`src/rtl/cfmd_pkg.sv`:
```
// Package for the CRC framed message deframer: payload structs, register map,
// command codes and defaults. No dependencies.
package cfmd_pkg;

   localparam int DEF_CHANNELS      = 2;
   localparam int DEF_CAPTURE_BYTES = 4;
   localparam int QUEUE_DEPTH       = 2;

   localparam int CSR_ADDR_W = 3;
   localparam int CSR_DATA_W = 32;
   localparam logic REG_START_BYTE = 1'b0;
   localparam logic [7:0] START_BYTE_RESET = 8'h02;

   localparam logic [7:0] CMD_RECV_LO  = 8'h11;
   localparam logic [7:0] CMD_RECV_HI  = 8'h19;
   localparam logic [7:0] CMD_SEND_LO  = 8'h91;
   localparam logic [7:0] CMD_SEND_HI  = 8'h99;
   localparam logic [7:0] CMD_REQ_A    = 8'h21;
   localparam logic [7:0] CMD_REQ_B    = 8'h22;
   localparam logic [7:0] CMD_REQ_C    = 8'h23;
   localparam logic [7:0] CMD_REQ_D    = 8'h2F;
   localparam logic [7:0] CMD_REPLY_LO = 8'hB1;
   localparam logic [7:0] CMD_REPLY_HI = 8'hB9;

   localparam logic [2:0] CLASS_APP_RECV = 3'd0;
   localparam logic [2:0] CLASS_APP_SEND = 3'd1;
   localparam logic [2:0] CLASS_APP_REQ  = 3'd2;
   localparam logic [2:0] CLASS_REPLY    = 3'd3;
   localparam logic [2:0] CLASS_OTHER    = 3'd4;

   localparam logic STATUS_OK      = 1'b0;
   localparam logic STATUS_CRC_ERR = 1'b1;

   typedef struct packed {
      logic       channel;
      logic [7:0] rx_byte;
   } req_type;

   typedef struct packed {
      logic       out_channel;
      logic [7:0] station_id;
      logic [7:0] command;
      logic [7:0] data_length;
      logic [7:0] data_byte0;
      logic [7:0] data_byte1;
      logic [7:0] data_byte2;
      logic [7:0] data_byte3;
      logic [2:0] command_class;
      logic       frame_status;
   } rsp_type;

   // Classified byte handed from front to back.
   typedef struct packed {
      logic       channel;
      logic [7:0] rx_byte;
      logic       is_start;
   } entry_type;

endpackage

```
`src/rtl/crc_framed_message_deframer_top.sv`:
```
// Top level of the CRC framed message deframer: register port, front end, queues, back end.
// Depends on cfmd_pkg, cfmd_front, cfmd_fifo and cfmd_back.

// Takes one channel-tagged byte per cycle while the result queue is not full, and keeps a
// separate STX/SID/CMD/LEN/data/CRC framing state for each channel. The figure is set
// by the back end's per-channel state update, which retires one byte per cycle unless
// the result queue is full. A frame's result is pushed onto the result queue when the
// back end takes its last CRC byte from the inner queue. Both queues hold two entries;
// full rises only when the result side has stalled long enough to fill them. The start
// byte register (address 0, reset 02h) may be written only while the block is idle.
module crc_framed_message_deframer_top
   import cfmd_pkg::*;
#(
   parameter int CHANNELS      = DEF_CHANNELS,
   parameter int CAPTURE_BYTES = DEF_CAPTURE_BYTES
) (
   input  logic                  clock,
   input  logic                  reset,
   input  req_type               req_item,
   input  logic                  push,
   output logic                  full,
   output rsp_type               rsp_item,
   output logic                  empty,
   input  logic                  pop,
   input  logic                  psel,
   input  logic                  penable,
   input  logic                  pwrite,
   input  logic [CSR_ADDR_W-1:0] paddr,
   input  logic [CSR_DATA_W-1:0] pwdata,
   output logic [CSR_DATA_W-1:0] prdata,
   output logic                  pready
);

   logic [7:0] start_byte_ff;
   logic       csr_wr;

   entry_type  q_entry_w, q_entry_r;
   logic       q_push, q_full, q_empty, q_pop;
   rsp_type    r_item;
   logic       r_push, r_full;

   assign pready = 1'b1;
   assign csr_wr = psel && penable && pwrite && pready;
   assign prdata = (paddr[2] == REG_START_BYTE) ? {24'b0, start_byte_ff} : '0;

   always_ff @(posedge clock) begin
      if (reset) begin
         start_byte_ff <= START_BYTE_RESET;
      end else if (csr_wr && paddr[2] == REG_START_BYTE) begin
         start_byte_ff <= pwdata[7:0];
      end
   end

   cfmd_front #(.CHANNELS(CHANNELS)) u_front (
      .req_item   (req_item),
      .push       (push),
      .full       (full),
      .start_byte (start_byte_ff),
      .q_push     (q_push),
      .q_entry    (q_entry_w),
      .q_full     (q_full)
   );

   cfmd_fifo #(.WIDTH($bits(entry_type)), .DEPTH(QUEUE_DEPTH)) u_queue (
      .clock (clock),
      .reset (reset),
      .push  (q_push),
      .din   (q_entry_w),
      .full  (q_full),
      .pop   (q_pop),
      .dout  (q_entry_r),
      .empty (q_empty)
   );

   cfmd_back #(.CHANNELS(CHANNELS), .CAPTURE_BYTES(CAPTURE_BYTES)) u_back (
      .clock   (clock),
      .reset   (reset),
      .q_entry (q_entry_r),
      .q_empty (q_empty),
      .q_pop   (q_pop),
      .r_push  (r_push),
      .r_item  (r_item),
      .r_full  (r_full)
   );

   cfmd_fifo #(.WIDTH($bits(rsp_type)), .DEPTH(QUEUE_DEPTH)) u_rsp_queue (
      .clock (clock),
      .reset (reset),
      .push  (r_push),
      .din   (r_item),
      .full  (r_full),
      .pop   (pop),
      .dout  (rsp_item),
      .empty (empty)
   );

   a_q_no_overflow: assert property (@(posedge clock) disable iff (reset)
      q_push |-> !q_full)
      else $error("byte pushed into full inner queue");

   a_r_no_overflow: assert property (@(posedge clock) disable iff (reset)
      r_push |-> !r_full && q_pop)
      else $error("result pushed into full result queue");

   a_bad_channel_dropped: assert property (@(posedge clock) disable iff (reset)
      (push && !full && 32'(req_item.channel) >= CHANNELS) |-> !q_push)
      else $error("transaction on unconfigured channel entered the queue");

   a_result_follows_work: assert property (@(posedge clock) disable iff (reset)
      (empty && !r_push) |=> empty)
      else $error("result appeared without a finished frame");

endmodule

```
`src/rtl/cfmd_fifo.sv`:
```
// Small register-based FIFO used for the inner queue and the result queue.
// Depends on nothing.
module cfmd_fifo #(
   parameter int WIDTH = 8,
   parameter int DEPTH = 2
) (
   input  logic             clock,
   input  logic             reset,
   input  logic             push,
   input  logic [WIDTH-1:0] din,
   output logic             full,
   input  logic             pop,
   output logic [WIDTH-1:0] dout,
   output logic             empty
);

   localparam int PTR_W = (DEPTH > 1) ? $clog2(DEPTH) : 1;
   localparam int CNT_W = $clog2(DEPTH + 1);

   logic [WIDTH-1:0] mem_ff [DEPTH];
   logic [PTR_W-1:0] wr_ptr_ff, wr_ptr_in;
   logic [PTR_W-1:0] rd_ptr_ff, rd_ptr_in;
   logic [CNT_W-1:0] count_ff, count_in;
   logic             do_push, do_pop;

   assign full    = (count_ff == CNT_W'(DEPTH));
   assign empty   = (count_ff == '0);
   assign do_push = push && !full;
   assign do_pop  = pop && !empty;
   assign dout    = mem_ff[rd_ptr_ff];

   always_comb begin
      wr_ptr_in = wr_ptr_ff;
      rd_ptr_in = rd_ptr_ff;
      count_in  = count_ff;
      if (do_push) begin
         wr_ptr_in = (wr_ptr_ff == PTR_W'(DEPTH - 1)) ? '0 : wr_ptr_ff + 1'b1;
      end
      if (do_pop) begin
         rd_ptr_in = (rd_ptr_ff == PTR_W'(DEPTH - 1)) ? '0 : rd_ptr_ff + 1'b1;
      end
      if (do_push && !do_pop) begin
         count_in = count_ff + 1'b1;
      end else if (do_pop && !do_push) begin
         count_in = count_ff - 1'b1;
      end
   end

   always_ff @(posedge clock) begin
      if (reset) begin
         wr_ptr_ff <= '0;
         rd_ptr_ff <= '0;
         count_ff  <= '0;
      end else begin
         wr_ptr_ff <= wr_ptr_in;
         rd_ptr_ff <= rd_ptr_in;
         count_ff  <= count_in;
      end
      if (do_push) begin
         mem_ff[wr_ptr_ff] <= din;
      end
   end

endmodule

```
`src/rtl/cfmd_front.sv`:
```
// Front end: accepts received bytes, drops unconfigured channels and tags start bytes.
// Depends on cfmd_pkg.
module cfmd_front
   import cfmd_pkg::*;
#(
   parameter int CHANNELS = DEF_CHANNELS
) (
   input  req_type    req_item,
   input  logic       push,
   output logic       full,
   input  logic [7:0] start_byte,
   output logic       q_push,
   output entry_type  q_entry,
   input  logic       q_full
);

   logic ch_ok;

   assign ch_ok  = (32'(req_item.channel) < CHANNELS);
   assign full   = q_full;
   assign q_push = push && !q_full && ch_ok;

   always_comb begin
      q_entry.channel  = req_item.channel;
      q_entry.rx_byte  = req_item.rx_byte;
      q_entry.is_start = (req_item.rx_byte == start_byte);
   end

endmodule

```
`src/rtl/cfmd_back.sv`:
```
// Back end: per-channel framing state, running Modbus CRC-16 and result assembly.
// Depends on cfmd_pkg.
module cfmd_back
   import cfmd_pkg::*;
#(
   parameter int CHANNELS      = DEF_CHANNELS,
   parameter int CAPTURE_BYTES = DEF_CAPTURE_BYTES
) (
   input  logic      clock,
   input  logic      reset,
   input  entry_type q_entry,
   input  logic      q_empty,
   output logic      q_pop,
   output logic      r_push,
   output rsp_type   r_item,
   input  logic      r_full
);

   localparam int CH_W  = (CHANNELS > 1) ? $clog2(CHANNELS) : 1;
   localparam int CAP_W = (CAPTURE_BYTES > 1) ? $clog2(CAPTURE_BYTES) : 1;

   typedef enum logic [2:0] {
      PH_HUNT, PH_SID, PH_CMD, PH_LEN, PH_DATA, PH_CRCH, PH_CRCL
   } phase_type;

   function automatic logic [15:0] crc_feed(input logic [15:0] crc, input logic [7:0] b);
      logic [15:0] c;
      c = crc ^ {8'h00, b};
      for (int k = 0; k < 8; k++) begin
         c = c[0] ? ((c >> 1) ^ 16'hA001) : (c >> 1);
      end
      return c;
   endfunction

   function automatic logic [2:0] classify(input logic [7:0] c);
      logic [2:0] r;
      if (c >= CMD_RECV_LO && c <= CMD_RECV_HI) begin
         r = CLASS_APP_RECV;
      end else if (c >= CMD_SEND_LO && c <= CMD_SEND_HI) begin
         r = CLASS_APP_SEND;
      end else if (c == CMD_REQ_A || c == CMD_REQ_B || c == CMD_REQ_C || c == CMD_REQ_D) begin
         r = CLASS_APP_REQ;
      end else if (c >= CMD_REPLY_LO && c <= CMD_REPLY_HI) begin
         r = CLASS_REPLY;
      end else begin
         r = CLASS_OTHER;
      end
      return r;
   endfunction

   phase_type                       phase_ff [CHANNELS];
   logic [7:0]                      sid_ff   [CHANNELS];
   logic [7:0]                      cmd_ff   [CHANNELS];
   logic [7:0]                      len_ff   [CHANNELS];
   logic [7:0]                      cnt_ff   [CHANNELS];
   logic [15:0]                     crc_ff   [CHANNELS];
   logic [7:0]                      crch_ff  [CHANNELS];
   logic [CAPTURE_BYTES-1:0][7:0]   cap_ff   [CHANNELS];

   phase_type                     phase_in;
   logic [7:0]                    sid_in, cmd_in, len_in, cnt_in, crch_in;
   logic [15:0]                   crc_in;
   logic [CAPTURE_BYTES-1:0][7:0] cap_in;

   logic [CH_W-1:0] ch;
   logic            fire;
   logic [7:0]      b;
   logic [15:0]     crc_next;
   logic [7:0]      cnt_inc;
   logic [3:0][7:0] shown;

   assign ch       = CH_W'(q_entry.channel);
   assign b        = q_entry.rx_byte;
   assign fire     = !q_empty && !r_full;
   assign q_pop    = fire;
   assign crc_next = crc_feed(crc_ff[ch], b);
   assign cnt_inc  = cnt_ff[ch] + 8'd1;
   assign r_push   = fire && (phase_ff[ch] == PH_CRCL);

   always_comb begin
      phase_in = phase_ff[ch];
      sid_in   = sid_ff[ch];
      cmd_in   = cmd_ff[ch];
      len_in   = len_ff[ch];
      cnt_in   = cnt_ff[ch];
      crc_in   = crc_ff[ch];
      crch_in  = crch_ff[ch];
      cap_in   = cap_ff[ch];
      unique case (phase_ff[ch])
         PH_HUNT: begin
            if (q_entry.is_start) begin
               crc_in   = crc_feed(16'hFFFF, b);
               cnt_in   = '0;
               phase_in = PH_SID;
            end
         end
         PH_SID: begin
            sid_in   = b;
            crc_in   = crc_next;
            phase_in = PH_CMD;
         end
         PH_CMD: begin
            cmd_in   = b;
            crc_in   = crc_next;
            phase_in = PH_LEN;
         end
         PH_LEN: begin
            len_in   = b;
            crc_in   = crc_next;
            cnt_in   = '0;
            phase_in = (b == 8'd0) ? PH_CRCH : PH_DATA;
         end
         PH_DATA: begin
            if (32'(cnt_ff[ch]) < CAPTURE_BYTES) begin
               cap_in[cnt_ff[ch][CAP_W-1:0]] = b;
            end
            crc_in = crc_next;
            cnt_in = cnt_inc;
            if (cnt_inc >= len_ff[ch]) begin
               phase_in = PH_CRCH;
            end
         end
         PH_CRCH: begin
            crch_in  = b;
            phase_in = PH_CRCL;
         end
         PH_CRCL: begin
            phase_in = PH_HUNT;
            crc_in   = 16'hFFFF;
            cnt_in   = '0;
         end
         default: begin
            phase_in = PH_HUNT;
         end
      endcase
   end

   always_comb begin
      for (int i = 0; i < 4; i++) begin
         shown[i] = '0;
         if (i < CAPTURE_BYTES && 32'(len_ff[ch]) > i) begin
            shown[i] = cap_ff[ch][CAP_W'(i)];
         end
      end
      r_item.out_channel   = q_entry.channel;
      r_item.station_id    = sid_ff[ch];
      r_item.command       = cmd_ff[ch];
      r_item.data_length   = len_ff[ch];
      r_item.data_byte0    = shown[0];
      r_item.data_byte1    = shown[1];
      r_item.data_byte2    = shown[2];
      r_item.data_byte3    = shown[3];
      r_item.command_class = classify(cmd_ff[ch]);
      r_item.frame_status  = ((crch_ff[ch] == crc_ff[ch][15:8]) && (b == crc_ff[ch][7:0]))
                             ? STATUS_OK : STATUS_CRC_ERR;
   end

   always_ff @(posedge clock) begin
      if (reset) begin
         for (int c = 0; c < CHANNELS; c++) begin
            phase_ff[c] <= PH_HUNT;
         end
      end else if (fire) begin
         phase_ff[ch] <= phase_in;
      end
      if (fire) begin
         sid_ff[ch]  <= sid_in;
         cmd_ff[ch]  <= cmd_in;
         len_ff[ch]  <= len_in;
         cnt_ff[ch]  <= cnt_in;
         crc_ff[ch]  <= crc_in;
         crch_ff[ch] <= crch_in;
         cap_ff[ch]  <= cap_in;
      end
   end

endmodule

```
`config.mk`:
```
export PLATFORM = sky130hd
export DESIGN_NAME = crc_framed_message_deframer_top
export DESIGN_NICKNAME = d
export VERILOG_FILES = /design/src/rtl/cfmd_pkg.sv /design/src/rtl/crc_framed_message_deframer_top.sv /design/src/rtl/cfmd_fifo.sv /design/src/rtl/cfmd_front.sv /design/src/rtl/cfmd_back.sv
export SDC_FILE = /design/constraint.sdc
export NUM_CORES = 1
export LEC_CHECK = 0
export BUFFER_PORTS_ARGS = -buffer_cell sky130_fd_sc_hd__buf_2
export CELL_PAD_IN_SITES_DETAIL_PLACEMENT = 2
export CELL_PAD_IN_SITES_GLOBAL_PLACEMENT = 2
export CORE_ASPECT_RATIO = 0.75
export CORE_UTILIZATION = 33
export DETAILED_ROUTE_END_ITERATION = 10
export GPL_TIMING_DRIVEN = 0
export PLACE_DENSITY_LB_ADDON = 0.1
export SLEW_MARGIN = 20
export SYNTH_ARGS = -nofsm -noshare
export SYNTH_HDL_FRONTEND = slang
export SYNTH_SLANG_ARGS = --single-unit
```
`constraint.sdc`:
```
create_clock -name clock -period 6.65 [get_ports clock]
set_clock_uncertainty 0.15 [all_clocks]
set_input_delay 0.665 -clock clock [delete_from_list [all_inputs] [get_ports clock]]
set_output_delay 0.665 -clock clock [all_outputs]
set_load 0.02 [all_outputs]
```
-- Word level (Yosys, flattened, before mapping)
Memory sizes are Yosys's and may differ from the RTL's. A register that Yosys moved wholly into a read port is not among the register bits.
Index checks and enable logic that the tools add are counted.
- order comparisons: 14
- bitwise operators: 19
- equal/unequal tests: 15
- reductions and logical operators: 39
- mux-type cells: 68
- add/subtract/negate cells: 9
- operator list (operator ; number):
    $mux W16 ; 17
    $mux W8 ; 11
    $mux W32 ; 2
    $not A2 Y3 ; 16
    $pmux W16 S3 ; 1
    $bwmux W32 ; 1
    $eq A8 B6 Y1 const B ; 4
    $eq A8 B8 Y1 ; 3
    $pmux W8 S3 ; 1
    $mux W1 ; 22
    $mux W3 ; 7
    $logic_and A1 B1 Y1 ; 19
    $pmux W3 S6 ; 1
    $demux W8 S2 ; 1
    $ge A8 B8 Y1 const B ; 2
    $gt A8 B1 Y1 const B ; 2
    $gt A8 B2 Y1 const B ; 2
    $le A8 B8 Y1 const B ; 2
    $not A8 Y16 ; 1
    $xor A16 B8 Y16 ; 1
    $eq A3 B3 Y1 const B ; 3
    $add A8 B1 Y8 const B ; 1
    $ge A8 B5 Y1 const B ; 1
    $ge A8 B8 Y1 ; 1
    other kinds (21) ; 42
- flip-flop bits (word level): 16
- bits of input ports: 51
- output and inout port bits: 96
- memory bits (writable): 324
- memories kept: 10
- memories (memory ; words ; width ; rd ports ; clocked after Yosys merged registers in ; write ports ; line ; RTL):
    u_rsp_queue.mem_ff ; 2 ; 61 ; 1 ; 1 ; 1 ; cfmd_fifo.sv:20 ; logic [WIDTH-1:0] mem_ff [DEPTH];
    u_back.cap_ff ; 2 ; 32 ; 1 ; 0 ; 1 ; cfmd_back.sv:58 ; logic [CAPTURE_BYTES-1:0][7:0] cap_ff [CHANNELS];
    u_back.crc_ff ; 2 ; 16 ; 1 ; 0 ; 1 ; cfmd_back.sv:56 ; logic [15:0] crc_ff [CHANNELS];
    u_queue.mem_ff ; 2 ; 10 ; 1 ; 1 ; 1 ; cfmd_fifo.sv:20 ;
    u_back.cmd_ff ; 2 ; 8 ; 1 ; 0 ; 1 ; cfmd_back.sv:53 ; logic [7:0] cmd_ff [CHANNELS];
    u_back.cnt_ff ; 2 ; 8 ; 1 ; 0 ; 1 ; cfmd_back.sv:55 ; logic [7:0] cnt_ff [CHANNELS];
    +4 memories ; n/a ; n/a ; n/a ; n/a ; n/a ; n/a ;

-- Depth between registers and ports, before layout
- depth in word-level cells: 19
- gate-level depth with buffers: 20
- depth with buffers taken out: 14

-- Modules after synthesis
Synthesis repeated with hierarchy kept, for this count alone.
- cell total of the unflattened synthesis: 987
- area, all modules: 14367.5 um2
- modules (own cells, without submodules) (module ; times used ; cells an instance ; area an instance (um2)):
    cfmd_back ; 1 ; 624 ; 8035.2
    cfmd_fifo at u_rsp_queue ; 1 ; 215 ; 4603.2
    cfmd_fifo at u_queue ; 1 ; 56 ; 935.9
    crc_framed_message_deframer_top ; 1 ; 70 ; 625.6
    cfmd_front ; 1 ; 22 ; 167.7

-- Least setup slack after synthesis
OpenSTA, ideal clock, no wires.
- path type: register to register
- start: register (tool-made name)
- end: memory u_back.phase_ff[0][0] in the netlist's numbering, enable pin
- required time: 6.189 ns
- data arrival time: 5.091 ns
- slack: 1.098 ns
- stages on the path, launching flop included: 11
- library setup time: 0.311 ns
- path buffers: 6
- path through: dfxtp_1 buf_6 mux2i_4 inv_4 buf_12 buf_6 buf_6 buf_2 buf_2 nor2_1 or2_2
- RTL lines (item ; line ; RTL):
    to (decl) ; cfmd_back.sv:51 ; phase_type phase_ff [CHANNELS];

==> reports/summary.txt <==
Status - completed
CP Class - reg2reg
Flop2flop setup slack - 1.81 ns
# port buffers - 79
Antenna Cells - 0
Worst endpoint required time - 6.77 ns
Postcts setup bufs - 0
Crit start category - flip-flop
Antenna violations before repair - 0
Finished Core Util - 40.5%
Vias post-DR - 7998
DRT Wirelength - 34700 um
Post-CTS sizing - 0
Fin. max-slew vios - 0
HPWL Detailed - 24500 um
Post-Place Cell Area - 0.0146 mm^2
Nets - 1182
I/O pins - 147
Final setup violation count - 0
Pre-CTS setup slack - 1.72 ns
Layout cells sized above 1 - 25.2%
Asr flop ratio synth - 0%
Met1 WL - 16600 um
Worst-Skew Late Latency - 0.56 ns
Max VDD drop - 0.237 mV
Met2 wire len - 16100 um
Synthesis Warnings - 0
Design area - 0.0156 mm^2
Core area - 0.0386 mm^2
Clock transition at path regs - 0.06 ns
# clock sinks - 278
Ys flop type - edfxtp_1
DR top layer - met4
Synth unique cells - 66
Detailed Routing Iterations Pass 1 - 4
Via density - 4.86
Total grt overflow - 0
Seq/Total Area, Yosys - 62.9%
Final Hold Fails - 0
Peak fanout along the critical path - 10
Final Cycle Share - 72.8%
WL per Instance - 21.1 um
Quantity of hold-fixing buffers added after cts - 0
Pwr/cell area - 507 mW/mm^2
Die width - 231 um
H-tree levels - 1
RD Place Congestion - 0.777
Area grow syn2layout - 20.2%
GRT Total Usage - 17.4%
Max Cap Violations - 0
Post-synth EDFFs - 260
RSZ-0062 raised after global routing - no
Largest net degree at the start of global routing - 46
Row cnt - 62
Initial Util - 33.7%
Arr. time, crit path - 4.96 ns
DR DRC count - 0
Global-route wire length before repair - 52600 um
Worst Tran Pin Value - 1.16 ns
Root buffer cell - clkbuf_16
Average size of a mapped cell - 13.8 um^2
Clock buffers created by TritonCTS - 30
Placed insts - 1591
Die ar. - 0.0402 mm^2
Die extent in y - 174 um
ANT nets after route - 0
Metal3 WL - 1220 um
Static Leakage - 5.79 nW
DRT iter0 DRCs - 371
Mapped Cells - 943
CP endpoint kind - flip-flop
CTS Buffer Depth - 3
Setup WS post-layout - 1.81 ns
CTS tree - done
Vias in the first global route - 8452
Hold Path Class - in2reg
Post-Syn Area - 0.0130 mm^2
FMAX - 207 MHz
Max_slew headroom - 20.1%
Post-layout min period - 4.84 ns
Seq cells post-synth - 278
Fin cells - 1647
-- cell families (layout without fill, tap and decap cells) --
kind of cell	after synthesis	count (layout)	share of synthesized area, %
compound gates	113	113	5.33
simple gates	216	216	7.46
flops	278	278	62.9
buf+inv	96	249	4.54
mux	151	151	12.7
xor+xnor	67	67	5.10
fa+ha+maj	20	20	1.93
other cells	2	41	0.0578
-- layer usage --
metal	global-route usage [%]	vias up
met3	2.66	53
met4	4.22	0
met1	24.7	4062
met2	27.8	139
met5	0	-
li1	-	3744
-- where the power goes --
part	internal [mW]	switching, mW	total [mW]
registers	2.70	0.177	2.88
logic	1.25	2.04	3.29
clock network	1.04	0.690	1.73
-- critical path: stages, from the launching register on --
cell and delay [ns]:
dfxtp_1 0.31, buf_6 0.14, mux2i_4 0.24, inv_4 0.10, buf_12 0.15, buf_6 0.19, buf_6 0.21, buf_2 0.32
buf_2 0.41, mux2i_1 0.37, inv_1 0.16, ha_1 0.26, nand2_1 0.15, nor3_1 0.07, xnor2_1 0.25, ha_1 0.29
a21o_1 0.16, a21oi_1 0.16, o21ai_0 0.15, a22oi_1 0.22, nor4_1 0.08
-- layout by cell type (no fill, tap or decap), types with 4 or more instances in the layout --
cell type,instances
a31oi_1,11
nor4_1,5
nor2_1,49
a21oi_1,34
nor2b_1,8
nand4_1,8
conb_1,41
ha_1,20
clkinv_1,6
nor3_2,4
clkinvlp_4,4
o22ai_1,4
a22oi_1,5
buf_2,91
o21ai_1,9
mux2_2,49
nand2_1,110
buf_6,6
mux2i_2,4
buf_16,9
mux2i_1,89
dfxtp_1,18
mux2i_4,9
a21o_1,6
inv_1,19
xor2_1,23
nand3_1,6
buf_4,49
xnor2_1,37
edfxtp_1,260
xnor2_2,4
clkbuf_16,31
bufinv_16,5
clkbuf_1,20
nor3_1,5
o21ai_0,22
-- registers in the layout, indices dropped and copies added, names as in the netlist, named ones only --
signal / flops
u_queue.wr_ptr_ff: 1
u_queue.mem_ff: 20
u_back.len_ff: 16
u_rsp_queue.rd_ptr_ff: 1
u_rsp_queue.mem_ff: 90
u_back.sid_ff: 16
u_queue.count_ff: 2
u_back.cnt_ff: 16
u_back.phase_ff: 6
u_back.cap_ff: 32
u_rsp_queue.count_ff: 2
u_back.crc_ff: 32
start_byte_ff: 8
u_back.crch_ff: 16
u_rsp_queue.wr_ptr_ff: 1
u_queue.rd_ptr_ff: 1
u_back.cmd_ff: 16
-- through the flow --
step                      power, mW  hold WS, ns  TNS (ns)
after global placement         6.02        0.322   -275.98
final                          7.91        0.156         0
after CTS                      8.00        0.121         0
after floorplan                5.07        0.307         0
after detailed placement       6.22        0.331         0
after global routing           8.34        0.140         0
-- cell usage after synthesis (all sizes together) (18+ instances only) --
| master | instances | area [um^2] |
|---|---|---|
| buf | 60 | 448 |
| o21ai | 31 | 155 |
| a21oi | 34 | 170 |
| nand2 | 111 | 419 |
| inv | 21 | 81.3 |
| mux2i | 102 | 1090 |
| edfxtp | 260 | 7810 |
| xor2 | 23 | 201 |
| mux2 | 49 | 552 |
| dfxtp | 18 | 360 |
| xnor2 | 41 | 389 |
| ha | 20 | 250 |
| nor2 | 52 | 198 |
-- layout make-up --
class | instances | area (um^2)
repair buffers | 97 | 726
clock buffers | 37 | 798
fillers | 3866 | 23000
inverters | 21 | 81.3
clock inverters | 19 | 226
plain buffers | 75 | 508
multi-input cells | 608 | 4460
flip-flops and latches | 278 | 8170
well taps | 512 | 641
-- path summary, 6_finish.rpt --
kind,depth (start not counted),from,to
setup reg to reg,20,flip-flop,u_back.phase_ff[1][0]$_SDFFCE_PN0P_
hold reg to reg,2,start_byte_ff[3]$_SDFFE_PP0P_,start_byte_ff[3]$_SDFFE_PP0P_
setup / recovery,20,flip-flop,u_back.phase_ff[1][0]$_SDFFCE_PN0P_
hold / removal,1,req_item[8],u_queue.mem_ff[1][9]$_DFFE_PP_
Power figures use the tool's default switching activity.
